<file path="src/kse_pkg.sv">
`timescale 1ns / 1ps
// Package for the keyboard map keycode extractor: parser phase codes,
// record kind codes, map constants and the arrow slot table.
// No dependencies.
package kse_pkg;

  typedef enum logic [3:0] {
    PH_HDR_HI    = 4'd0,
    PH_HDR_LO    = 4'd1,
    PH_NUM_MODS  = 4'd2,
    PH_MOD_CODE  = 4'd3,
    PH_MOD_COUNT = 4'd4,
    PH_MOD_KEY   = 4'd5,
    PH_NUM_KEYS  = 4'd6,
    PH_KEY_MASK  = 4'd7,
    PH_PAIR_SET  = 4'd8,
    PH_PAIR_CODE = 4'd9,
    PH_DONE      = 4'd10
  } phase_t;

  typedef enum logic [1:0] {
    KIND_MOD_LEFT  = 2'd0,
    KIND_MOD_RIGHT = 2'd1,
    KIND_ARROW     = 2'd2,
    KIND_END       = 2'd3
  } record_kind_t;

  localparam logic [15:0] NUM_MODIFIERS = 16'd16;
  localparam logic [15:0] UNBOUND_MASK  = 16'h00FF;
  localparam logic [15:0] SYMBOL_SET    = 16'h0001;
  localparam logic [7:0]  ARROW_BASE    = 8'hAC;
  localparam logic [1:0]  LOCK_SHIFT    = 2'b01;
  localparam logic [1:0]  LOCK_ALPHA    = 2'b10;
  localparam logic [1:0]  LOCK_BOTH     = 2'b11;

  // Arrow symbol offset to slot: Left 0, Up 3, Right 1, Down 2.
  function automatic logic [3:0] arrow_slot(input logic [1:0] offset);
    logic [3:0] s;
    case (offset)
      2'd0:    s = 4'd0;
      2'd1:    s = 4'd3;
      2'd2:    s = 4'd1;
      2'd3:    s = 4'd2;
      default: s = 4'd0;
    endcase
    return s;
  endfunction

endpackage

</file>
<file path="src/keymap_stream_keycode_extractor.sv">
`timescale 1ns / 1ps
// Keyboard map keycode extractor: parses a keyboard map byte stream and
// reports modifier keycodes, arrow keycodes and the end of the map.
// Depends on kse_pkg.
//
//  channel | handshake                 | payload
//  --------+---------------------------+-----------------------------------
//  byte    | byte_valid, byte_stall    | data_byte, start_of_map
//  record  | record_valid, record_stall| record_kind, slot, keycode, map_done
//
// One byte per cycle sustained while byte_stall is low; the record of a byte, if it has
// one, goes through the input register, then the parser and result register, before it
// is offered on the record port.
// Parser state updates in one pass of logic between the two registers.
// Reset (rst, synchronous) empties both registers and returns the parser to
// the header. A stalled record holds the parser only when the next byte
// would produce a record too; bytes without a record keep flowing.
module keymap_stream_keycode_extractor (
  input  logic       clk,
  input  logic       rst,
  input  logic       byte_valid,
  output logic       byte_stall,
  input  logic [7:0] data_byte,
  input  logic       start_of_map,
  output logic       record_valid,
  input  logic       record_stall,
  output logic [1:0] record_kind,
  output logic [3:0] slot,
  output logic [7:0] keycode,
  output logic       map_done
);

  // Input register.
  logic       in_valid_q;
  logic [7:0] in_byte_q;
  logic       in_start_q;

  // Parser state.
  kse_pkg::phase_t phase, phase_next;
  logic        wide_numbers, wide_numbers_next;
  logic        high_byte_pending, high_byte_pending_next;
  logic [7:0]  held_high_byte, held_high_byte_next;
  logic [15:0] modifiers_left, modifiers_left_next;
  logic [15:0] modifier_code, modifier_code_next;
  logic [15:0] mod_keycodes_left, mod_keycodes_left_next;
  logic        first_of_modifier, first_of_modifier_next;
  logic [15:0] keys_total, keys_total_next;
  logic [15:0] key_index, key_index_next;
  logic [16:0] pairs_left, pairs_left_next;
  logic [1:0]  pair_position, pair_position_next;
  logic [1:0]  shift_lock_bits, shift_lock_bits_next;
  logic [15:0] held_char_set, held_char_set_next;

  // State as seen by the current byte (start_of_map restarts everything).
  kse_pkg::phase_t cur_phase;
  logic        cur_wide, cur_pending, cur_first;
  logic [7:0]  cur_held;
  logic [15:0] cur_mods_left, cur_mod_code, cur_mod_keys, cur_keys_total;
  logic [15:0] cur_key_index, cur_char_set;
  logic [16:0] cur_pairs;
  logic [1:0]  cur_pair_pos, cur_lock;

  logic        take;
  logic [15:0] num;
  logic [15:0] count_val;
  logic [4:0]  mask_ones;
  logic [15:0] dec16;
  logic        selected;

  logic        emit_valid, emit_done;
  logic [1:0]  emit_kind;
  logic [3:0]  emit_slot;
  logic [7:0]  emit_code;
  logic        process;

  function automatic logic [4:0] popcount16(input logic [15:0] v);
    logic [4:0] n;
    n = 5'd0;
    for (int i = 0; i < 16; i++) begin
      n = n + {4'd0, v[i]};
    end
    return n;
  endfunction

  assign process    = in_valid_q && (!record_valid || !record_stall || !emit_valid);
  assign byte_stall = in_valid_q && !process;

  always_ff @(posedge clk) begin
    if (rst) begin
      in_valid_q <= 1'b0;
    end else if (!byte_stall) begin
      in_valid_q <= byte_valid;
    end
    if (byte_valid && !byte_stall) begin
      in_byte_q  <= data_byte;
      in_start_q <= start_of_map;
    end
  end

  always_comb begin
    if (in_start_q) begin
      cur_phase      = kse_pkg::PH_HDR_HI;
      cur_wide       = 1'b0;
      cur_pending    = 1'b0;
      cur_held       = 8'd0;
      cur_mods_left  = 16'd0;
      cur_mod_code   = 16'd0;
      cur_mod_keys   = 16'd0;
      cur_first      = 1'b1;
      cur_keys_total = 16'd0;
      cur_key_index  = 16'd0;
      cur_pairs      = 17'd0;
      cur_pair_pos   = 2'd0;
      cur_lock       = 2'd0;
      cur_char_set   = 16'd0;
    end else begin
      cur_phase      = phase;
      cur_wide       = wide_numbers;
      cur_pending    = high_byte_pending;
      cur_held       = held_high_byte;
      cur_mods_left  = modifiers_left;
      cur_mod_code   = modifier_code;
      cur_mod_keys   = mod_keycodes_left;
      cur_first      = first_of_modifier;
      cur_keys_total = keys_total;
      cur_key_index  = key_index;
      cur_pairs      = pairs_left;
      cur_pair_pos   = pair_position;
      cur_lock       = shift_lock_bits;
      cur_char_set   = held_char_set;
    end

    phase_next             = cur_phase;
    wide_numbers_next      = cur_wide;
    high_byte_pending_next = cur_pending;
    held_high_byte_next    = cur_held;
    modifiers_left_next    = cur_mods_left;
    modifier_code_next     = cur_mod_code;
    mod_keycodes_left_next = cur_mod_keys;
    first_of_modifier_next = cur_first;
    keys_total_next        = cur_keys_total;
    key_index_next         = cur_key_index;
    pairs_left_next        = cur_pairs;
    pair_position_next     = cur_pair_pos;
    shift_lock_bits_next   = cur_lock;
    held_char_set_next     = cur_char_set;

    emit_valid = 1'b0;
    emit_done  = 1'b0;
    emit_kind  = kse_pkg::KIND_MOD_LEFT;
    emit_slot  = 4'd0;
    emit_code  = 8'd0;
    take       = 1'b0;
    selected   = 1'b0;

    num       = cur_wide ? {cur_held, in_byte_q} : {8'd0, in_byte_q};
    // With 2-byte numbers a negative count means zero.
    count_val = (cur_wide && num[15]) ? 16'd0 : num;
    mask_ones = popcount16(num);
    dec16     = 16'd0;

    case (cur_phase)
      kse_pkg::PH_HDR_HI: begin
        held_high_byte_next = in_byte_q;
        phase_next          = kse_pkg::PH_HDR_LO;
      end
      kse_pkg::PH_HDR_LO: begin
        wide_numbers_next   = (cur_held != 8'd0) || (in_byte_q != 8'd0);
        held_high_byte_next = 8'd0;
        phase_next          = kse_pkg::PH_NUM_MODS;
      end
      kse_pkg::PH_DONE: begin
        phase_next = kse_pkg::PH_DONE;
      end
      kse_pkg::PH_NUM_MODS, kse_pkg::PH_MOD_CODE, kse_pkg::PH_MOD_COUNT,
      kse_pkg::PH_MOD_KEY, kse_pkg::PH_NUM_KEYS, kse_pkg::PH_KEY_MASK,
      kse_pkg::PH_PAIR_SET, kse_pkg::PH_PAIR_CODE: begin
        if (cur_wide && !cur_pending) begin
          held_high_byte_next    = in_byte_q;
          high_byte_pending_next = 1'b1;
        end else begin
          high_byte_pending_next = 1'b0;
          take                   = 1'b1;
        end
      end
      default: begin
        phase_next = kse_pkg::PH_DONE;
      end
    endcase

    if (take) begin
      case (cur_phase)
        kse_pkg::PH_NUM_MODS: begin
          modifiers_left_next = count_val;
          phase_next = (count_val == 16'd0) ? kse_pkg::PH_NUM_KEYS : kse_pkg::PH_MOD_CODE;
        end
        kse_pkg::PH_MOD_CODE: begin
          modifier_code_next = num;
          phase_next         = kse_pkg::PH_MOD_COUNT;
        end
        kse_pkg::PH_MOD_COUNT: begin
          first_of_modifier_next = 1'b1;
          if (count_val == 16'd0) begin
            dec16               = cur_mods_left - 16'd1;
            modifiers_left_next = dec16;
            phase_next = (dec16 == 16'd0) ? kse_pkg::PH_NUM_KEYS : kse_pkg::PH_MOD_CODE;
          end else begin
            mod_keycodes_left_next = count_val;
            phase_next             = kse_pkg::PH_MOD_KEY;
          end
        end
        kse_pkg::PH_MOD_KEY: begin
          if (cur_mod_code < kse_pkg::NUM_MODIFIERS) begin
            emit_valid = 1'b1;
            emit_kind  = cur_first ? kse_pkg::KIND_MOD_LEFT : kse_pkg::KIND_MOD_RIGHT;
            emit_slot  = cur_mod_code[3:0];
            emit_code  = num[7:0];
          end
          first_of_modifier_next = 1'b0;
          mod_keycodes_left_next = cur_mod_keys - 16'd1;
          if (cur_mod_keys == 16'd1) begin
            dec16               = cur_mods_left - 16'd1;
            modifiers_left_next = dec16;
            phase_next = (dec16 == 16'd0) ? kse_pkg::PH_NUM_KEYS : kse_pkg::PH_MOD_CODE;
          end
        end
        kse_pkg::PH_NUM_KEYS: begin
          keys_total_next = count_val;
          key_index_next  = 16'd0;
          if (count_val == 16'd0) begin
            phase_next = kse_pkg::PH_DONE;
            emit_done  = 1'b1;
          end else begin
            phase_next = kse_pkg::PH_KEY_MASK;
          end
        end
        kse_pkg::PH_KEY_MASK: begin
          if (num == kse_pkg::UNBOUND_MASK) begin
            dec16          = cur_key_index + 16'd1;
            key_index_next = dec16;
            if (dec16 == cur_keys_total) begin
              phase_next = kse_pkg::PH_DONE;
              emit_done  = 1'b1;
            end else begin
              phase_next = kse_pkg::PH_KEY_MASK;
            end
          end else begin
            pairs_left_next      = 17'd1 << mask_ones;
            shift_lock_bits_next = num[1:0];
            pair_position_next   = 2'd0;
            phase_next           = kse_pkg::PH_PAIR_SET;
          end
        end
        kse_pkg::PH_PAIR_SET: begin
          held_char_set_next = num;
          phase_next         = kse_pkg::PH_PAIR_CODE;
        end
        kse_pkg::PH_PAIR_CODE: begin
          case (cur_pair_pos)
            2'd0:    selected = 1'b1;
            2'd1:    selected = (cur_lock == kse_pkg::LOCK_SHIFT) ||
                                (cur_lock == kse_pkg::LOCK_ALPHA);
            2'd2:    selected = (cur_lock == kse_pkg::LOCK_BOTH);
            default: selected = 1'b0;
          endcase
          if (selected && cur_char_set == kse_pkg::SYMBOL_SET &&
              num[15:2] == {8'd0, kse_pkg::ARROW_BASE[7:2]}) begin
            emit_valid = 1'b1;
            emit_kind  = kse_pkg::KIND_ARROW;
            emit_slot  = kse_pkg::arrow_slot(num[1:0]);
            emit_code  = cur_key_index[7:0];
          end
          if (cur_pair_pos != 2'd3) begin
            pair_position_next = cur_pair_pos + 2'd1;
          end
          pairs_left_next = cur_pairs - 17'd1;
          if (cur_pairs == 17'd1) begin
            dec16          = cur_key_index + 16'd1;
            key_index_next = dec16;
            if (dec16 == cur_keys_total) begin
              phase_next = kse_pkg::PH_DONE;
              emit_done  = 1'b1;
            end else begin
              phase_next = kse_pkg::PH_KEY_MASK;
            end
          end else begin
            phase_next = kse_pkg::PH_PAIR_SET;
          end
        end
        default: begin
          phase_next = cur_phase;
        end
      endcase
    end

    // A completing byte without an arrow still yields an end record.
    if (emit_done && !emit_valid) begin
      emit_valid = 1'b1;
      emit_kind  = kse_pkg::KIND_END;
      emit_slot  = 4'd0;
      emit_code  = 8'd0;
    end
  end

  always_ff @(posedge clk) begin
    if (rst) begin
      phase             <= kse_pkg::PH_HDR_HI;
      wide_numbers      <= 1'b0;
      high_byte_pending <= 1'b0;
      held_high_byte    <= 8'd0;
      modifiers_left    <= 16'd0;
      modifier_code     <= 16'd0;
      mod_keycodes_left <= 16'd0;
      first_of_modifier <= 1'b1;
      keys_total        <= 16'd0;
      key_index         <= 16'd0;
      pairs_left        <= 17'd0;
      pair_position     <= 2'd0;
      shift_lock_bits   <= 2'd0;
      held_char_set     <= 16'd0;
    end else if (process) begin
      phase             <= phase_next;
      wide_numbers      <= wide_numbers_next;
      high_byte_pending <= high_byte_pending_next;
      held_high_byte    <= held_high_byte_next;
      modifiers_left    <= modifiers_left_next;
      modifier_code     <= modifier_code_next;
      mod_keycodes_left <= mod_keycodes_left_next;
      first_of_modifier <= first_of_modifier_next;
      keys_total        <= keys_total_next;
      key_index         <= key_index_next;
      pairs_left        <= pairs_left_next;
      pair_position     <= pair_position_next;
      shift_lock_bits   <= shift_lock_bits_next;
      held_char_set     <= held_char_set_next;
    end
  end

  // Result register.
  always_ff @(posedge clk) begin
    if (rst) begin
      record_valid <= 1'b0;
    end else if (process && emit_valid) begin
      record_valid <= 1'b1;
    end else if (!record_stall) begin
      record_valid <= 1'b0;
    end
    if (process && emit_valid) begin
      record_kind <= emit_kind;
      slot        <= emit_slot;
      keycode     <= emit_code;
      map_done    <= emit_done;
    end
  end

  a_done_parks: assert property (@(posedge clk) disable iff (rst)
    process && emit_done |=> phase == kse_pkg::PH_DONE)
    else $error("map end without parser parked in done phase");

  a_pending_wide: assert property (@(posedge clk) disable iff (rst)
    high_byte_pending |-> wide_numbers)
    else $error("high byte pending with 1-byte numbers");

  a_pairs_live: assert property (@(posedge clk) disable iff (rst)
    (phase == kse_pkg::PH_PAIR_SET || phase == kse_pkg::PH_PAIR_CODE) |->
      pairs_left != 17'd0)
    else $error("pair phase with no pairs left");

  a_end_has_done: assert property (@(posedge clk) disable iff (rst)
    record_valid && record_kind == kse_pkg::KIND_END |-> map_done)
    else $error("end record without map_done");

  a_no_loss: assert property (@(posedge clk) disable iff (rst)
    process && emit_valid |-> !record_valid || !record_stall)
    else $error("record overwritten while stalled");

endmodule
</file>
<file path="config.mk">
export PLATFORM = sky130hd
export DESIGN_NAME = keymap_stream_keycode_extractor
export DESIGN_NICKNAME = d
export VERILOG_FILES = /design/src/kse_pkg.sv /design/src/keymap_stream_keycode_extractor.sv
export SDC_FILE = /design/constraint.sdc
export NUM_CORES = 1
export LEC_CHECK = 0
export BUFFER_PORTS_ARGS = -buffer_cell sky130_fd_sc_hd__buf_4
export CAP_MARGIN = 20
export CORE_MARGIN = 2
export CORE_UTILIZATION = 40
export DETAILED_ROUTE_END_ITERATION = 16
export GPL_TIMING_DRIVEN = 0
export PLACE_DENSITY_LB_ADDON = 0.2
export REMOVE_ABC_BUFFERS = 1
export SLEW_MARGIN = 25
export SYNTH_ARGS = -nofsm -noshare
export SYNTH_HDL_FRONTEND = slang
export SYNTH_SLANG_ARGS = --single-unit
export TNS_END_PERCENT = 5
</file>
<file path="constraint.sdc">
create_clock -name clk -period 8.4 [get_ports clk]
set_clock_uncertainty 0.2 [all_clocks]
set_input_delay 2.1 -clock clk [delete_from_list [all_inputs] [get_ports clk]]
set_output_delay 2.1 -clock clk [all_outputs]
set_load 0.01 [all_outputs]
</file>
# Word-level counts from Yosys, hierarchy flattened
# Index checks and enable logic that the tools add are counted.
[totals]
regBits = 158
elab_cells = 190
inputBits = 13
[classes]
eq_ne = 25
n_reduce_logical = 29
shifts = 1
magnitude_cmp = 1
add_sub_neg = 20
n_bitwise = 1
n_mux = 91
[op_table]
columns = ["op", "n"]
rows = [
  ["$mux 16", 22],
  ["$pmux 16 s3", 2],
  ["$add 5x1->5", 11],
  ["$mux 17", 3],
  ["$mux 4", 9],
  ["$pmux 17 s2", 1],
  ["$eq 16x1->1 const B", 2],
  ["$logic_not 16->1", 2],
  ["$mux 8", 4],
  ["$pmux 16 s2", 1],
  ["$pmux 4 s8", 1],
  ["$sub 16x1->16 const B", 2],
  ["$mux 1", 24],
  ["$pmux 8 s3", 1],
  ["$mux 2", 10],
  ["$eq 17x1->1 const B", 1],
  ["$shl 1x5->17 const A", 1],
  ["$sub 17x1->17 const B", 1],
  ["$add 16x1->16 const B", 1],
  ["$eq 16x16->1", 1],
  ["$eq 16x8->1 const B", 1],
  ["$eq 4x3->1 const B", 4],
  ["$lt 16x5->1 const B", 1],
  ["$pmux 4 s4", 1],
  ["29 further kinds", 61],
]

# Logic depth before layout (Yosys ltp)
# Gate-level depths: netlist (run 1).
[logic_depth]
word_depth = 21
depth_mapped = 22
ltp_nobuf = 18

# Worst setup path before layout (run 1)
# OpenSTA, ideal clock, no wires.
[synth_timing]
path_type = "register -> output"
startpoint = "register in_start_q"
endpoint = "output byte_stall"
arrival_ps = 3848
stages_incl_launch_ff = 17
slack_ps = 2252
t_required_ps = 6100
n_path_buf = 6
cell_sequence = "edfxtp_1 buf_2 buf_2 buf_1 clkbuf_1 clkbuf_1 clkbuf_1 nor2b_1 ha_1 nand3_1 nor4_2 xnor2_1 o2111ai_2 or3b_2 o21ai_0 nand3_1 inv_1"
[synth_via]
elab_chain_cells = 19
word_cells_on_any_way = 65
classes_between = "1 x add/sub; 1 x order compare; 18 x eq/ne; 29 x mux; 16 x reduce/logical"
[synth_lines]
columns = ["item", "line_no", "text"]
rows = [
  ["start, declared", "keymap_stream_keycode_extractor.sv:36", "logic in_start_q;"],
  ["start signal, assigned", "keymap_stream_keycode_extractor.sv:96", "in_start_q <= start_of_map;"],
  ["parallel branches: the longest is 13 deep, another holds $add 16x1->16", "--", ""],
  ["$mux 1 *", "keymap_stream_keycode_extractor.sv:297", "if (emit_done && !emit_valid) begin"],
  ["$logic_not 1->1 *", "keymap_stream_keycode_extractor.sv:85", "assign process = in_valid_q && (!record_valid || !record_stall || !emit_valid);"],
  ["$logic_or 1x1->1 *", "keymap_stream_keycode_extractor.sv:85", ""],
  ["$logic_and 1x1->1 *", "keymap_stream_keycode_extractor.sv:85", ""],
  ["$logic_not 1->1 *", "keymap_stream_keycode_extractor.sv:86", "assign byte_stall = in_valid_q && !process;"],
  ["$logic_and 1x1->1 *", "keymap_stream_keycode_extractor.sv:86", ""],
  ["end, declared", "keymap_stream_keycode_extractor.sv:22", "output logic byte_stall,"],
]
# Every way passes the cells marked *. The select of a mux whose other input is x is not followed.

# Worst setup path after layout (run 1)
# Ends and elaborated chain as after synthesis.

==> flow_summary_export.csv, run 1 <==
group,metric,value,unit
run_status,status,"completed",
clock_network,htreeDepth,4,
synth,synth_simple_gate_area_share,0.212,
synth,synth_compound_area_frac,0.306,
global_routing,grt_overflow,0,
setup_path,worstSetupPathType,"flip-flop to primary output",
global_routing,grt_first_pass_wirelength,50.6,mm
sta,fmax,150,MHz
die,dieArea,25500,um2
sta,setup_violations,0,
synth,yosysSeqAreaShare,0.350,
clock_network,cts_tree,"yes",
synth,synth_edf_count,24,
clock_network,clk_pin_slew_worst_paths,0.08,ns
synth,syn_area_per_cell,8.42,um2
placement,portBuffers,29,
global_routing,grt_pass1_vias,8777,
routing,routed_via_density,6.24,
power,power_per_cell_area,170,nW/um2
clock_network,root_buffer,"clkbuf_16",
routing,dr.first_iter.drc_count,906,
placement,place_congestion,0.880,
synth,yosysUniqueCellTypes,98,
clock_network,holdBufCountCts,0,
sta,relSlewSlack,0.256,
sta,fin_crit,6.68,ns
power,leakage,0.00376,uW
sta,worst_pin_slew,1.12,ns
flow_run,maxCapViolations,0,
finish,stdcell_area,10900,um2
routing,drtAntennaViolNets,0,
setup_path,cp-start-kind,"flip-flop",
finish,antennaDiodeCount,0,
placement,placed_cell_area,10300,um2
die,fp.coreArea,24100,um2
global_routing,grt_max_degree,47,
synth,yosys.area_share.adder,0.0425,
setup_path,worstPathRequired,6.10,ns
sta,slew_viol_final,0,
finish,syn_to_final_growth,12.1,%
setup_path,crit_family,"simple AND/OR/NAND/NOR gates",
sta,holdWs,0.265,ns
clock_network,postCtsSetupRepairBufs,0,
die,io_pins,30,
synth,synthesis.area,9710,um2
routing,vias,9205,
finish,fin_nets,1179,
die,start_util,0.403,
global_routing,grtUsageTotal,0.250,
setup_path,slowest_stage,"edfxtp_1",
synth,ys_async_sr_fraction,0,
synth,synth.area.mux_share,0.00335,
placement,dp_hpwl,22.2,mm
sta,rsz0062_at_grt,"false",
min_path,hp-class,"flip-flop to flip-flop",
power,vdd_ir_drop_max,0.134,mV
finish,layout_commonest_cell,"dfxtp_1",
routing,wl_per_cell,21.6,um
die,fp-row-count,57,
min_path,holdPathStages,1,
synth,synth_xor_area_frac,0.0325,
synth,yosys.area.top_type,"dfxtp_1",
setup_path,cp_cell_sequence,"buf_8 -> buf_8 -> clkinv_2 -> buf_12 -> nand2_1 -> ha_1 -> nand4_1 -> nand2_1 -> or3b_2 -> o21ai_0 -> nand3_1 -> inv_1 -> buf_4",
setup_path,reg2reg_depth,15,
synth,synth_area_leaders,"dfxtp_1 (28%), edfxtp_1 (7.4%), a21oi_1 (4.6%), o21ai_0 (4.2%), a22o_1 (4.1%)",
die,die_width,160,um
finish,final_cell_mix,"dfxtp_1 (134), nand2_1 (96), a21oi_1 (89), o21ai_0 (82), nor2_1 (81)",
setup_path,crit_arrival,4.38,ns
clock_network,clk_latency,0.44,ns
synth,synth-main-ff-cell,"dfxtp_1",
synth,synth_top_family_by_area,"compound AO/OA/AOI/OAI gates",
clock_network,numCtsBuffers,17,
sta,hold_viol_final,0,
sta,post-route-period-util,0.796,
die,fp.dieH,160,um
synth,synth_seq_cells,158,
setup_path,endpoint_kind,"primary output",
clock_network,clock-sinks,158,
clock_network,clock_path_buffers,2,
setup_path,path_buf_inv,6,
synth,synth_top_area_frac,0.276,
routing,routed_wirelength,31.9,mm
setup_path,crit_cells,13,
routing,drc,0,
finish,drive_gt1_frac,0.109,
setup_path,cp_max_fo,26,
setup_path,critPathMaxStageDelay,0.81,ns
synth,synth_warnings,0,
routing,drt_first_pass_iters,6,
synth,netlist_instances,1153,
global_routing,antenna_found_initial,0,
clock_network,cts_resized,0,
registers in the layout, summed over array words and instances, names as in the netlist, 16 cells and up:
| signal | cells |
|---|---|
| modifier_code | 16 |
| key_index | 16 |
| modifiers_left | 16 |
| keys_total | 16 |
| pairs_left | 17 |
| mod_keycodes_left | 16 |
| held_char_set | 16 |
metrics by stage:
step                TNS (ns)  setup slack [ns]   util  std cells  power [uW]
global route               0              1.46  0.452       1476        1920
CTS                        0              1.78  0.452       1476        1860
floorplan                  0              1.34      -       1071         950
detailed placement         0              1.81  0.425       1444        1050
finish                     0              1.72  0.452       1476        1850
global placement     -231.58             -2.15  0.413       1424        1030
where the power goes:
part / switching [uW] / internal (uW) / total [uW] / leakage (uW)
registers: 30.3 / 774 / 804 / 0.00127
clock network: 404 / 412 / 815 / 0.000304
logic: 155 / 80.1 / 235 / 0.00219
cell usage after synthesis, types with 9 or more instances:
| library cell | instances |
|---|---|
| nand3_1 | 39 |
| buf_2 | 19 |
| or3_1 | 12 |
| a32o_1 | 22 |
| o2bb2ai_1 | 28 |
| o21ai_0 | 82 |
| or4_1 | 11 |
| nand2_1 | 97 |
| nor4_1 | 16 |
| a22o_1 | 46 |
| nor2_1 | 82 |
| nand2b_1 | 14 |
| ha_1 | 17 |
| fa_1 | 10 |
| clkbuf_1 | 50 |
| o21ai_1 | 11 |
| edfxtp_1 | 24 |
| nand4_1 | 11 |
| a21oi_1 | 89 |
| o22ai_1 | 25 |
| xnor2_1 | 22 |
| and3_1 | 13 |
| a31oi_1 | 12 |
| nor3_1 | 35 |
| nor2b_1 | 15 |
| xor2_1 | 14 |
| inv_1 | 37 |
| dfxtp_1 | 134 |
| o31ai_1 | 9 |
final cells by class:
type / count / area, um2
tap: 324 / 405
multi-input combinational: 875 / 5820
inverter: 38 / 144
timing repair buffer: 49 / 484
sequential: 158 / 3400
fill: 2412 / 13200
clock inverter: 15 / 206
clock buffer: 17 / 425
per-layer routing:
metal	wire (um)	up-vias	GRT usage
met5	0	-	0
met3	2160	67	0.0449
met4	962	0	0.0893
li1	-	4322	-
met2	14500	382	0.391
met1	14300	4434	0.345
kinds of logic after synthesis:
logic type               Yosys count
flip-flops                       158
AND/OR/NAND/NOR                  393
XOR/XNOR                          36
AO/OA/AOI/OAI                    416
buffers and inverters            120
adder cells (fa/ha/maj)           27
multiplexers                       3
worst paths after layout:
| path | start | to | slack, ns |
|---|---|---|---|
| worst min-delay path | shift_lock_bits[0]$_SDFFE_PP0P_ | shift_lock_bits[0]$_SDFFE_PP0P_ | 0.27 |
| worst min register to register | shift_lock_bits[0]$_SDFFE_PP0P_ | shift_lock_bits[0]$_SDFFE_PP0P_ | 0.27 |
| worst max register to register | in_start_q$_DFFE_PP_ | pairs_left[14]$_SDFFE_PP0P_ | 2.14 |
| worst max-delay path | in_start_q$_DFFE_PP_ | byte_stall | 1.72 |
No activity file was read; power rests on OpenSTA's default activity.
==> inputs of run 2 (changes only) <==
--- a/config.mk
+++ b/config.mk
@@ -5,6 +5,7 @@
 export SDC_FILE = /design/constraint.sdc
 export NUM_CORES = 1
 export LEC_CHECK = 0
+export ABC_AREA = 1
 export BUFFER_PORTS_ARGS = -buffer_cell sky130_fd_sc_hd__buf_4
 export CAP_MARGIN = 20
 export CORE_MARGIN = 2
==> constraint.sdc (replaced) <==
create_clock -name clk -period 6 [get_ports clk]
set_clock_uncertainty 0.2 [all_clocks]
set_input_delay 1.5 -clock clk [delete_from_list [all_inputs] [get_ports clk]]
set_output_delay 1.5 -clock clk [all_outputs]
set_load 0.01 [all_outputs]
==> run 2 against run 1 <==
Critical endpoint unchanged. Worst hold slack better by 0.0054 ns. First-iteration DRC count up 50%. Clock power up 50%. Highest routed layer is now met5. Synthesized cell count up 81%. Register-to-register slack worse by 1.8 ns. Sequential share of layout area down 6.2 points.
==> flow_summary_export.csv, run 2 <==
group,metric,value,unit
clock_network,htreeDepth,4,
power,vdd_ir_drop_max,0.224,mV
routing,routed_wirelength,41.9,mm
die,start_util,0.405,
synth,ys_async_sr_fraction,0,
sta,post-route-period-util,0.946,
setup_path,crit_arrival,3.97,ns
finish,layout_commonest_cell,"nand2_1",
power,p_total,3160,uW
synth,synth-main-ff-cell,"dfxtp_1",
setup_path,reg2reg_depth,26,
setup_path,timing.rr.start,"in_start_q$_DFFE_PP_",
setup_path,reg2reg_setup_slack,0.34,ns
setup_path,worstSetupPathType,"flip-flop to primary output",
sta,slew_viol_final,0,
routing,drt_first_pass_iters,6,
min_path,hp-class,"flip-flop to flip-flop",
finish,stdcell_area,13600,um2
placement,pre_cts_ws,-1.10,ns
placement,placed_cell_area,12700,um2
synth,synthMostInstantiatedCell,"nand2_1",
synth,synth_top_area_frac,0.217,
die,die_width,180,um
synth,synthesis.area,12300,um2
global_routing,antenna_found_initial,1,
clock_network,clk_pin_slew_worst_paths,0.07,ns
finish,regMostFlops,"pairs_left",
die,fp-row-count,64,
power,p_sw_frac,0.342,
finish,largest_reg_flops,17,
finish,final_cell_mix,"nand2_1 (514), nor2_1 (468), nand3_1 (204), inv_1 (203), dfxtp_1 (133)",
routing,dr.first_iter.drc_count,1356,
finish,antennaDiodeCount,0,
setup_path,timing.rr.end,"pairs_left[15]$_SDFFE_PP0P_",
synth,synth_warnings,0,
finish,fin_nets,2091,
placement,place_congestion,0.912,
die,io_pins,30,
clock_network,numCtsBuffers,17,
clock_network,clock_path_buffers,2,
global_routing,grtUsageTotal,0.256,
routing,vias,13572,
power,p_int,2080,uW
finish,layout.cells.non_filler,2460,
clock_network,holdBufCountCts,0,
clock_network,cts_tree,"yes",
synth,synth_common_cells,"nand2_1 (515), nor2_1 (472), nand3_1 (207), inv_1 (204), dfxtp_1 (134)",
run_status,status,"completed",
synth,synth_seq_cells,158,
power,p_switching,1080,uW
synth,syn_area_per_cell,5.93,um2
setup_path,endpoint_kind,"primary output",
routing,wl_met3,2.59,mm
sta,worst_pin_slew,1.00,ns
global_routing,grt_pass1_vias,12600,
placement,dp_hpwl,27.4,mm
power,pwr-share-comb,0.237,
clock_network,clock-sinks,158,
sta,hold_viol_final,0,
sta,fin_crit,5.67,ns
flow_run,maxCapViolations,0,
synth,synth_area_leaders,"dfxtp_1 (22%), nand2_1 (16%), nor2_1 (14%), nand3_1 (8.4%), inv_1 (6.2%)",
synth,synth_edf_count,24,
power,seqPwrFrac,0.377,
sta,rsz0062_at_grt,"false",
finish,drive_gt1_frac,0.0683,
setup_path,worstPathRequired,4.30,ns
synth,yosys.area.top_type,"dfxtp_1",
setup_path,crit_path_end,"byte_stall",
power,leakage,0.00628,uW
routing,top_layer_used,"met5",
sta,relSlewSlack,0.331,
routing,wl_met1,19.0,mm
power,clkPwrFrac,0.387,
global_routing,grt_overflow,0,
routing,wl_per_cell,17.0,um
global_routing,grt_max_degree,65,
synth,netlist_instances,2083,
synth,yosysUniqueCellTypes,50,
setup_path,cp-start-kind,"flip-flop",
sta,fmax,176,MHz
clock_network,root_buffer,"clkbuf_16",
sta,setup_violations,0,
die,fp.coreArea,30500,um2
routing,drtAntennaViolNets,0,
die,fp.dieH,180,um
setup_path,cp_max_fo,30,
placement,place_inst,2419,
finish,syn_to_final_growth,10.1,%
routing,routed_via_density,5.52,
setup_path,crit_start,"in_start_q$_DFFE_PP_",
global_routing,grt_first_pass_wirelength,67.2,mm
power,power_per_cell_area,232,nW/um2
routing,drc,0,
sta,fin_ws,0.327,ns
routing,wl_met2,19.1,mm
die,dieArea,32300,um2
synth,yosysSeqAreaShare,0.276,
clock_network,clk_latency,0.45,ns
placement,portBuffers,29,
-- run 2: changes by cell type after synthesis, moves of 28 or more --
| cell | previous run | this run |
|---|---|---|
| inv_1 | 37 | 204 |
| o2bb2ai_1 | 28 | 0 |
| nand3_1 | 39 | 207 |
| nand3b_1 | 4 | 34 |
| nand2_1 | 97 | 515 |
| nor2_1 | 82 | 472 |
| a22o_1 | 46 | 0 |
-- run 2: power by group through the flow --
stage | sequential [uW] | clock, uW | combinational [uW]
floorplan | 1200 | 0 | 516
global placement | 1230 | 0 | 674
detailed placement | 1210 | 0 | 707
CTS | 1190 | 1240 | 729
global route | 1200 | 1280 | 846
finish | 1190 | 1220 | 747
-- run 2: worst min path at each step --
stage | startpoint | to | depth (start not counted)
2_1_floorplan | held_char_set[12]$_SDFFE_PP0P_ | held_char_set[12]$_SDFFE_PP0P_ | 2
3_3_place_gp | modifiers_left[0]$_SDFFE_PP0P_ | modifiers_left[0]$_SDFFE_PP0P_ | 2
3_5_place_dp | keys_total[8]$_SDFFE_PP0P_ | keys_total[8]$_SDFFE_PP0P_ | 2
4_1_cts | keys_total[8]$_SDFFE_PP0P_ | keys_total[8]$_SDFFE_PP0P_ | 2
5_1_grt | mod_keycodes_left[12]$_SDFFE_PP0P_ | mod_keycodes_left[12]$_SDFFE_PP0P_ | 2
6_report | pairs_left[4]$_SDFFE_PP0P_ | pairs_left[4]$_SDFFE_PP0P_ | 2
-- run 2: stage by stage --
stage / util / hold slack, ns / setup TNS (ns)
floorplan: - / 0.240 / -36.51
global placement: 0.410 / 0.248 / -668.72
detailed placement: 0.417 / 0.259 / -116.21
CTS: 0.443 / 0.273 / 0
global route: 0.445 / 0.289 / 0
finish: 0.445 / 0.271 / 0
-- run 2: logic make-up (layout without fill, tap and decap cells) --
logic type                 count (synthesis)  count (layout)  synth area share
and+or+nand+nor                         1312            1314             0.450
adders and majority gates                 27              27            0.0335
xor gates and xnor gates                   5               5           0.00355
muxes                                      4               4           0.00324
AOI/OAI and AO/OA                        255             255             0.122
buffers and inverters                    322             301             0.112
DFF                                      158             158             0.276
-- run 2: cell type report --
| type | count | area (um2) |
|---|---|---|
| repair inverters | 1 | 11.3 |
| multi-input cells | 1605 | 7660 |
| clock buffers | 19 | 464 |
| clock inverters | 13 | 173 |
| flip-flops and latches | 158 | 3410 |
| inverters | 225 | 887 |
| well taps | 396 | 495 |
| repair buffers | 43 | 485 |
| fillers | 3283 | 16900 |
-- run 2: worst max-delay path, cell delays in order (launching register included) --
cell and delay (ns):
edfxtp_1 0.45, buf_16 0.22, clkinv_16 0.13, buf_16 0.17, nand2_1 0.11, inv_1 0.09
ha_1 0.18, nand2_1 0.12, inv_1 0.09, nand2_1 0.10, nor2_4 0.21, buf_4 0.15
nand3_1 0.07, nand3_1 0.09, nand2_1 0.07, nand2_1 0.10, nand3_1 0.08, nor2_1 0.15
nand3_1 0.15, nand2_1 0.11, nand2_1 0.10, nand2_4 0.17, nand3_2 0.14, inv_1 0.09
buf_4 0.11
-- run 2: repair_timing --
action	4_1_cts	5_1_grt
setup endpoints to repair	148	33
pin swaps	2	2
setup buffers	2	3
gates cloned	3	2
gates resized for setup	18	6
-- run 2: layer usage --
layer,track usage,vias to the layer above
met2,0.419,488
met3,0.0385,87
met4,0.0894,2
met1,0.345,6308
li1,-,6687
met5,0,-
==> inputs of run 3 (changes only) <==
--- a/config.mk
+++ b/config.mk
@@ -12,7 +12,7 @@
 export CORE_UTILIZATION = 40
 export DETAILED_ROUTE_END_ITERATION = 16
 export GPL_TIMING_DRIVEN = 0
-export PLACE_DENSITY_LB_ADDON = 0.2
+export PLACE_DENSITY = 0.54
 export REMOVE_ABC_BUFFERS = 1
 export SLEW_MARGIN = 25
 export SYNTH_ARGS = -nofsm -noshare
==> constraint.sdc (replaced) <==
create_clock -name clk -period 6.7 [get_ports clk]
set_clock_uncertainty 0.2 [all_clocks]
set_input_delay 1.675 -clock clk [delete_from_list [all_inputs] [get_ports clk]]
set_output_delay 1.675 -clock clk [all_outputs]
set_load 0.01 [all_outputs]
==> run 3 against run 2 <==
Flip-flop and latch count unchanged. Cell count decreased by 0.16%. Clock power down 21%. Worst hold slack hardly changed. Wire length up 1.1%. Via count decreased by 2.5%. Sequential power down 10%. Worst setup slack improved by 0.042 ns. Final area is 1.7% lower. Global-route usage down 0.25 points. Count of clock-buffer cells in the layout grew 1. First-iteration DRC count is 23% lower. Largest cell class unchanged.
==> flow_summary_export.csv, run 3 (synthesis gave the netlist of run 2 again) <==
group,metric,value,unit
setup_path,reg2reg_depth,26,
finish,regMostFlops,"pairs_left",
setup_path,worst_path_most_repeated_cell,"nand2_1",
sta,slew_viol_final,0,
global_routing,grt_max_degree,118,
routing,routed_wirelength,42.4,mm
die,fp.dieH,180,um
finish,final_cell_mix,"nand2_1 (514), nor2_1 (470), nand3_1 (205), inv_1 (203), dfxtp_1 (133)",
die,io_pins,30,
placement,place_congestion,0.905,
sta,fin_crit,6.33,ns
clock_network,numCtsBuffers,17,
setup_path,crit_start,"in_start_q$_DFFE_PP_",
die,dieArea,32300,um2
sta,rsz0062_at_grt,"false",
routing,drtAntennaViolNets,0,
finish,fin_nets,2087,
run_status,status,"completed",
global_routing,grt_first_pass_wirelength,66.7,mm
setup_path,cp-start-kind,"flip-flop",
sta,post-route-period-util,0.945,
routing,drt_first_pass_iters,5,
clock_network,htreeDepth,4,
routing,drc,0,
power,p_int,1750,uW
finish,largest_reg_flops,17,
sta,fmax,158,MHz
clock_network,clock-sinks,158,
setup_path,cp_cell_sequence,"buf_8 -> inv_8 -> buf_16 -> nand2_1 -> nor2_1 -> nand3_4 -> clkinvlp_4 -> nand4_1 -> nor4_2 -> nand3_2 -> nand2_1 -> nand2_1 -> nand2_2 -> nand3_1 -> inv_1 -> buf_4",
die,start_util,0.405,
finish,fill_cells,3329,
flow_run,maxCapViolations,0,
setup_path,crit_family,"simple AND/OR/NAND/NOR gates",
routing,dr.first_iter.drc_count,1044,
power,p_sw_frac,0.349,
setup_path,worstPathRequired,4.83,ns
clock_network,clk_pin_slew_worst_paths,0.07,ns
power,power_per_cell_area,201,nW/um2
setup_path,endpoint_kind,"primary output",
power,vdd_ir_drop_max,0.183,mV
die,fp.coreArea,30500,um2
clock_network,cts_tree,"yes",
clock_network,root_buffer,"clkbuf_16",
finish,syn_to_final_growth,8.26,%
sta,relSlewSlack,0.310,
min_path,min_from,"pair_position[0]$_SDFFE_PP0P_",
setup_path,worstSetupPathType,"flip-flop to primary output",
sta,setup_tns,0,ns
global_routing,grt_overflow,0,
power,leakage,0.00616,uW
power,p_switching,936,uW
finish,layout_commonest_cell,"nand2_1",
min_path,hp-class,"flip-flop to flip-flop",
power,pwr-share-comb,0.242,
die,fp-row-count,64,
setup_path,crit_arrival,4.46,ns
global_routing,grt_pass1_vias,12414,
setup_path,critPathMaxStageDelay,0.44,ns
routing,vias,13239,
placement,portBuffers,29,
sta,fin_ws,0.369,ns
routing,wl_per_cell,17.2,um
finish,drive_gt1_frac,0.0626,
finish,antennaDiodeCount,0,
global_routing,grtUsageTotal,0.254,
min_path,holdPathStages,2,
clock_network,clock_path_buffers,2,
placement,pre_cts_ws,-0.688,ns
routing,routed_via_density,5.39,
setup_path,path_buf_inv,6,
setup_path,timing.rr.start,"in_start_q$_DFFE_PP_",
setup_path,slowest_stage,"edfxtp_1",
sta,worst_pin_slew,1.03,ns
global_routing,antenna_found_initial,1,
power,clkPwrFrac,0.361,
sta,hold_viol_final,0,
setup_path,crit_cells,16,
power,seqPwrFrac,0.398,
clock_network,clk_latency,0.44,ns
sta,setup_violations,0,
placement,dp_hpwl,28.6,mm
die,die_width,180,um
setup_path,cp_max_fo,71,
[run 3: worst paths after layout]
path | slack (ns) | to
max | 0.37 | byte_stall
min | 0.27 | pair_position[0]$_SDFFE_PP0P_
max reg2reg | 0.47 | pairs_left[15]$_SDFFE_PP0P_
min reg2reg | 0.27 | pair_position[0]$_SDFFE_PP0P_
[run 3: layout make-up]
class	instances	area, um2	area share
multi-input combinational	1605	7630	0.571
sequential	158	3410	0.255
inverter	225	866	0.0648
tap	396	495	0.0371
clock buffer	20	447	0.0334
timing repair buffer	40	408	0.0305
clock inverter	12	113	0.00843
[run 3: repair_timing]
item,in CTS,in global routing
hold endpoints to repair,0,0
setup buffers,1,2
resized for setup,7,4
pin swaps,0,2
gates cloned,0,2
endpoints found under the setup margin,105,32
hold buffers,0,0
[run 3: worst register-to-register path, stage by stage, from the launching register on]
cell and delay, ns:
edfxtp_1 0.44, buf_8 0.19, inv_8 0.29, buf_16 0.32, nand2_1 0.19, nor2_1 0.27
inv_1 0.16, fa_1 0.54, fa_1 0.44, fa_1 0.48, fa_1 0.49, inv_1 0.05
ha_1 0.20, fa_1 0.39, nand2_1 0.08, inv_1 0.07, o21ai_2 0.25, nand3_1 0.15
nor3_1 0.29, nand3_1 0.13, o21ai_1 0.12, a21oi_1 0.05, nor2_1 0.08, a21oi_1 0.05
nand3_1 0.09, nand2_1 0.06, nor2_1 0.10
[run 3: power by group through the flow]
stage               Combinational [uW]  Sequential [uW]  Clock, uW
global placement                   608             1100          0
finish                             648             1070        968
CTS                                636             1070        990
global route                       736             1070       1030
detailed placement                 632             1090          0
floorplan                          462             1070          0
[run 3: through the flow]
step / utilization / hold slack (ns) / instance area (um2) / power [uW] / cells
after floorplan: - / 0.240 / 11800 / 1540 / 1986
after global placement: 0.410 / 0.249 / 12500 / 1710 / 2411
after detailed placement: 0.417 / 0.258 / 12700 / 1720 / 2419
after CTS: 0.436 / 0.274 / 13300 / 2690 / 2452
after global routing: 0.438 / 0.291 / 13400 / 2840 / 2456
final: 0.438 / 0.271 / 13400 / 2680 / 2456
[run 3: metal layers]
layer	track usage	wire length [um]	up-vias
li1	-	-	6663
met1	0.339	19400	6160
met2	0.420	19800	361
met3	0.0460	2380	53
met4	0.0712	805	2
met5	0	13	-
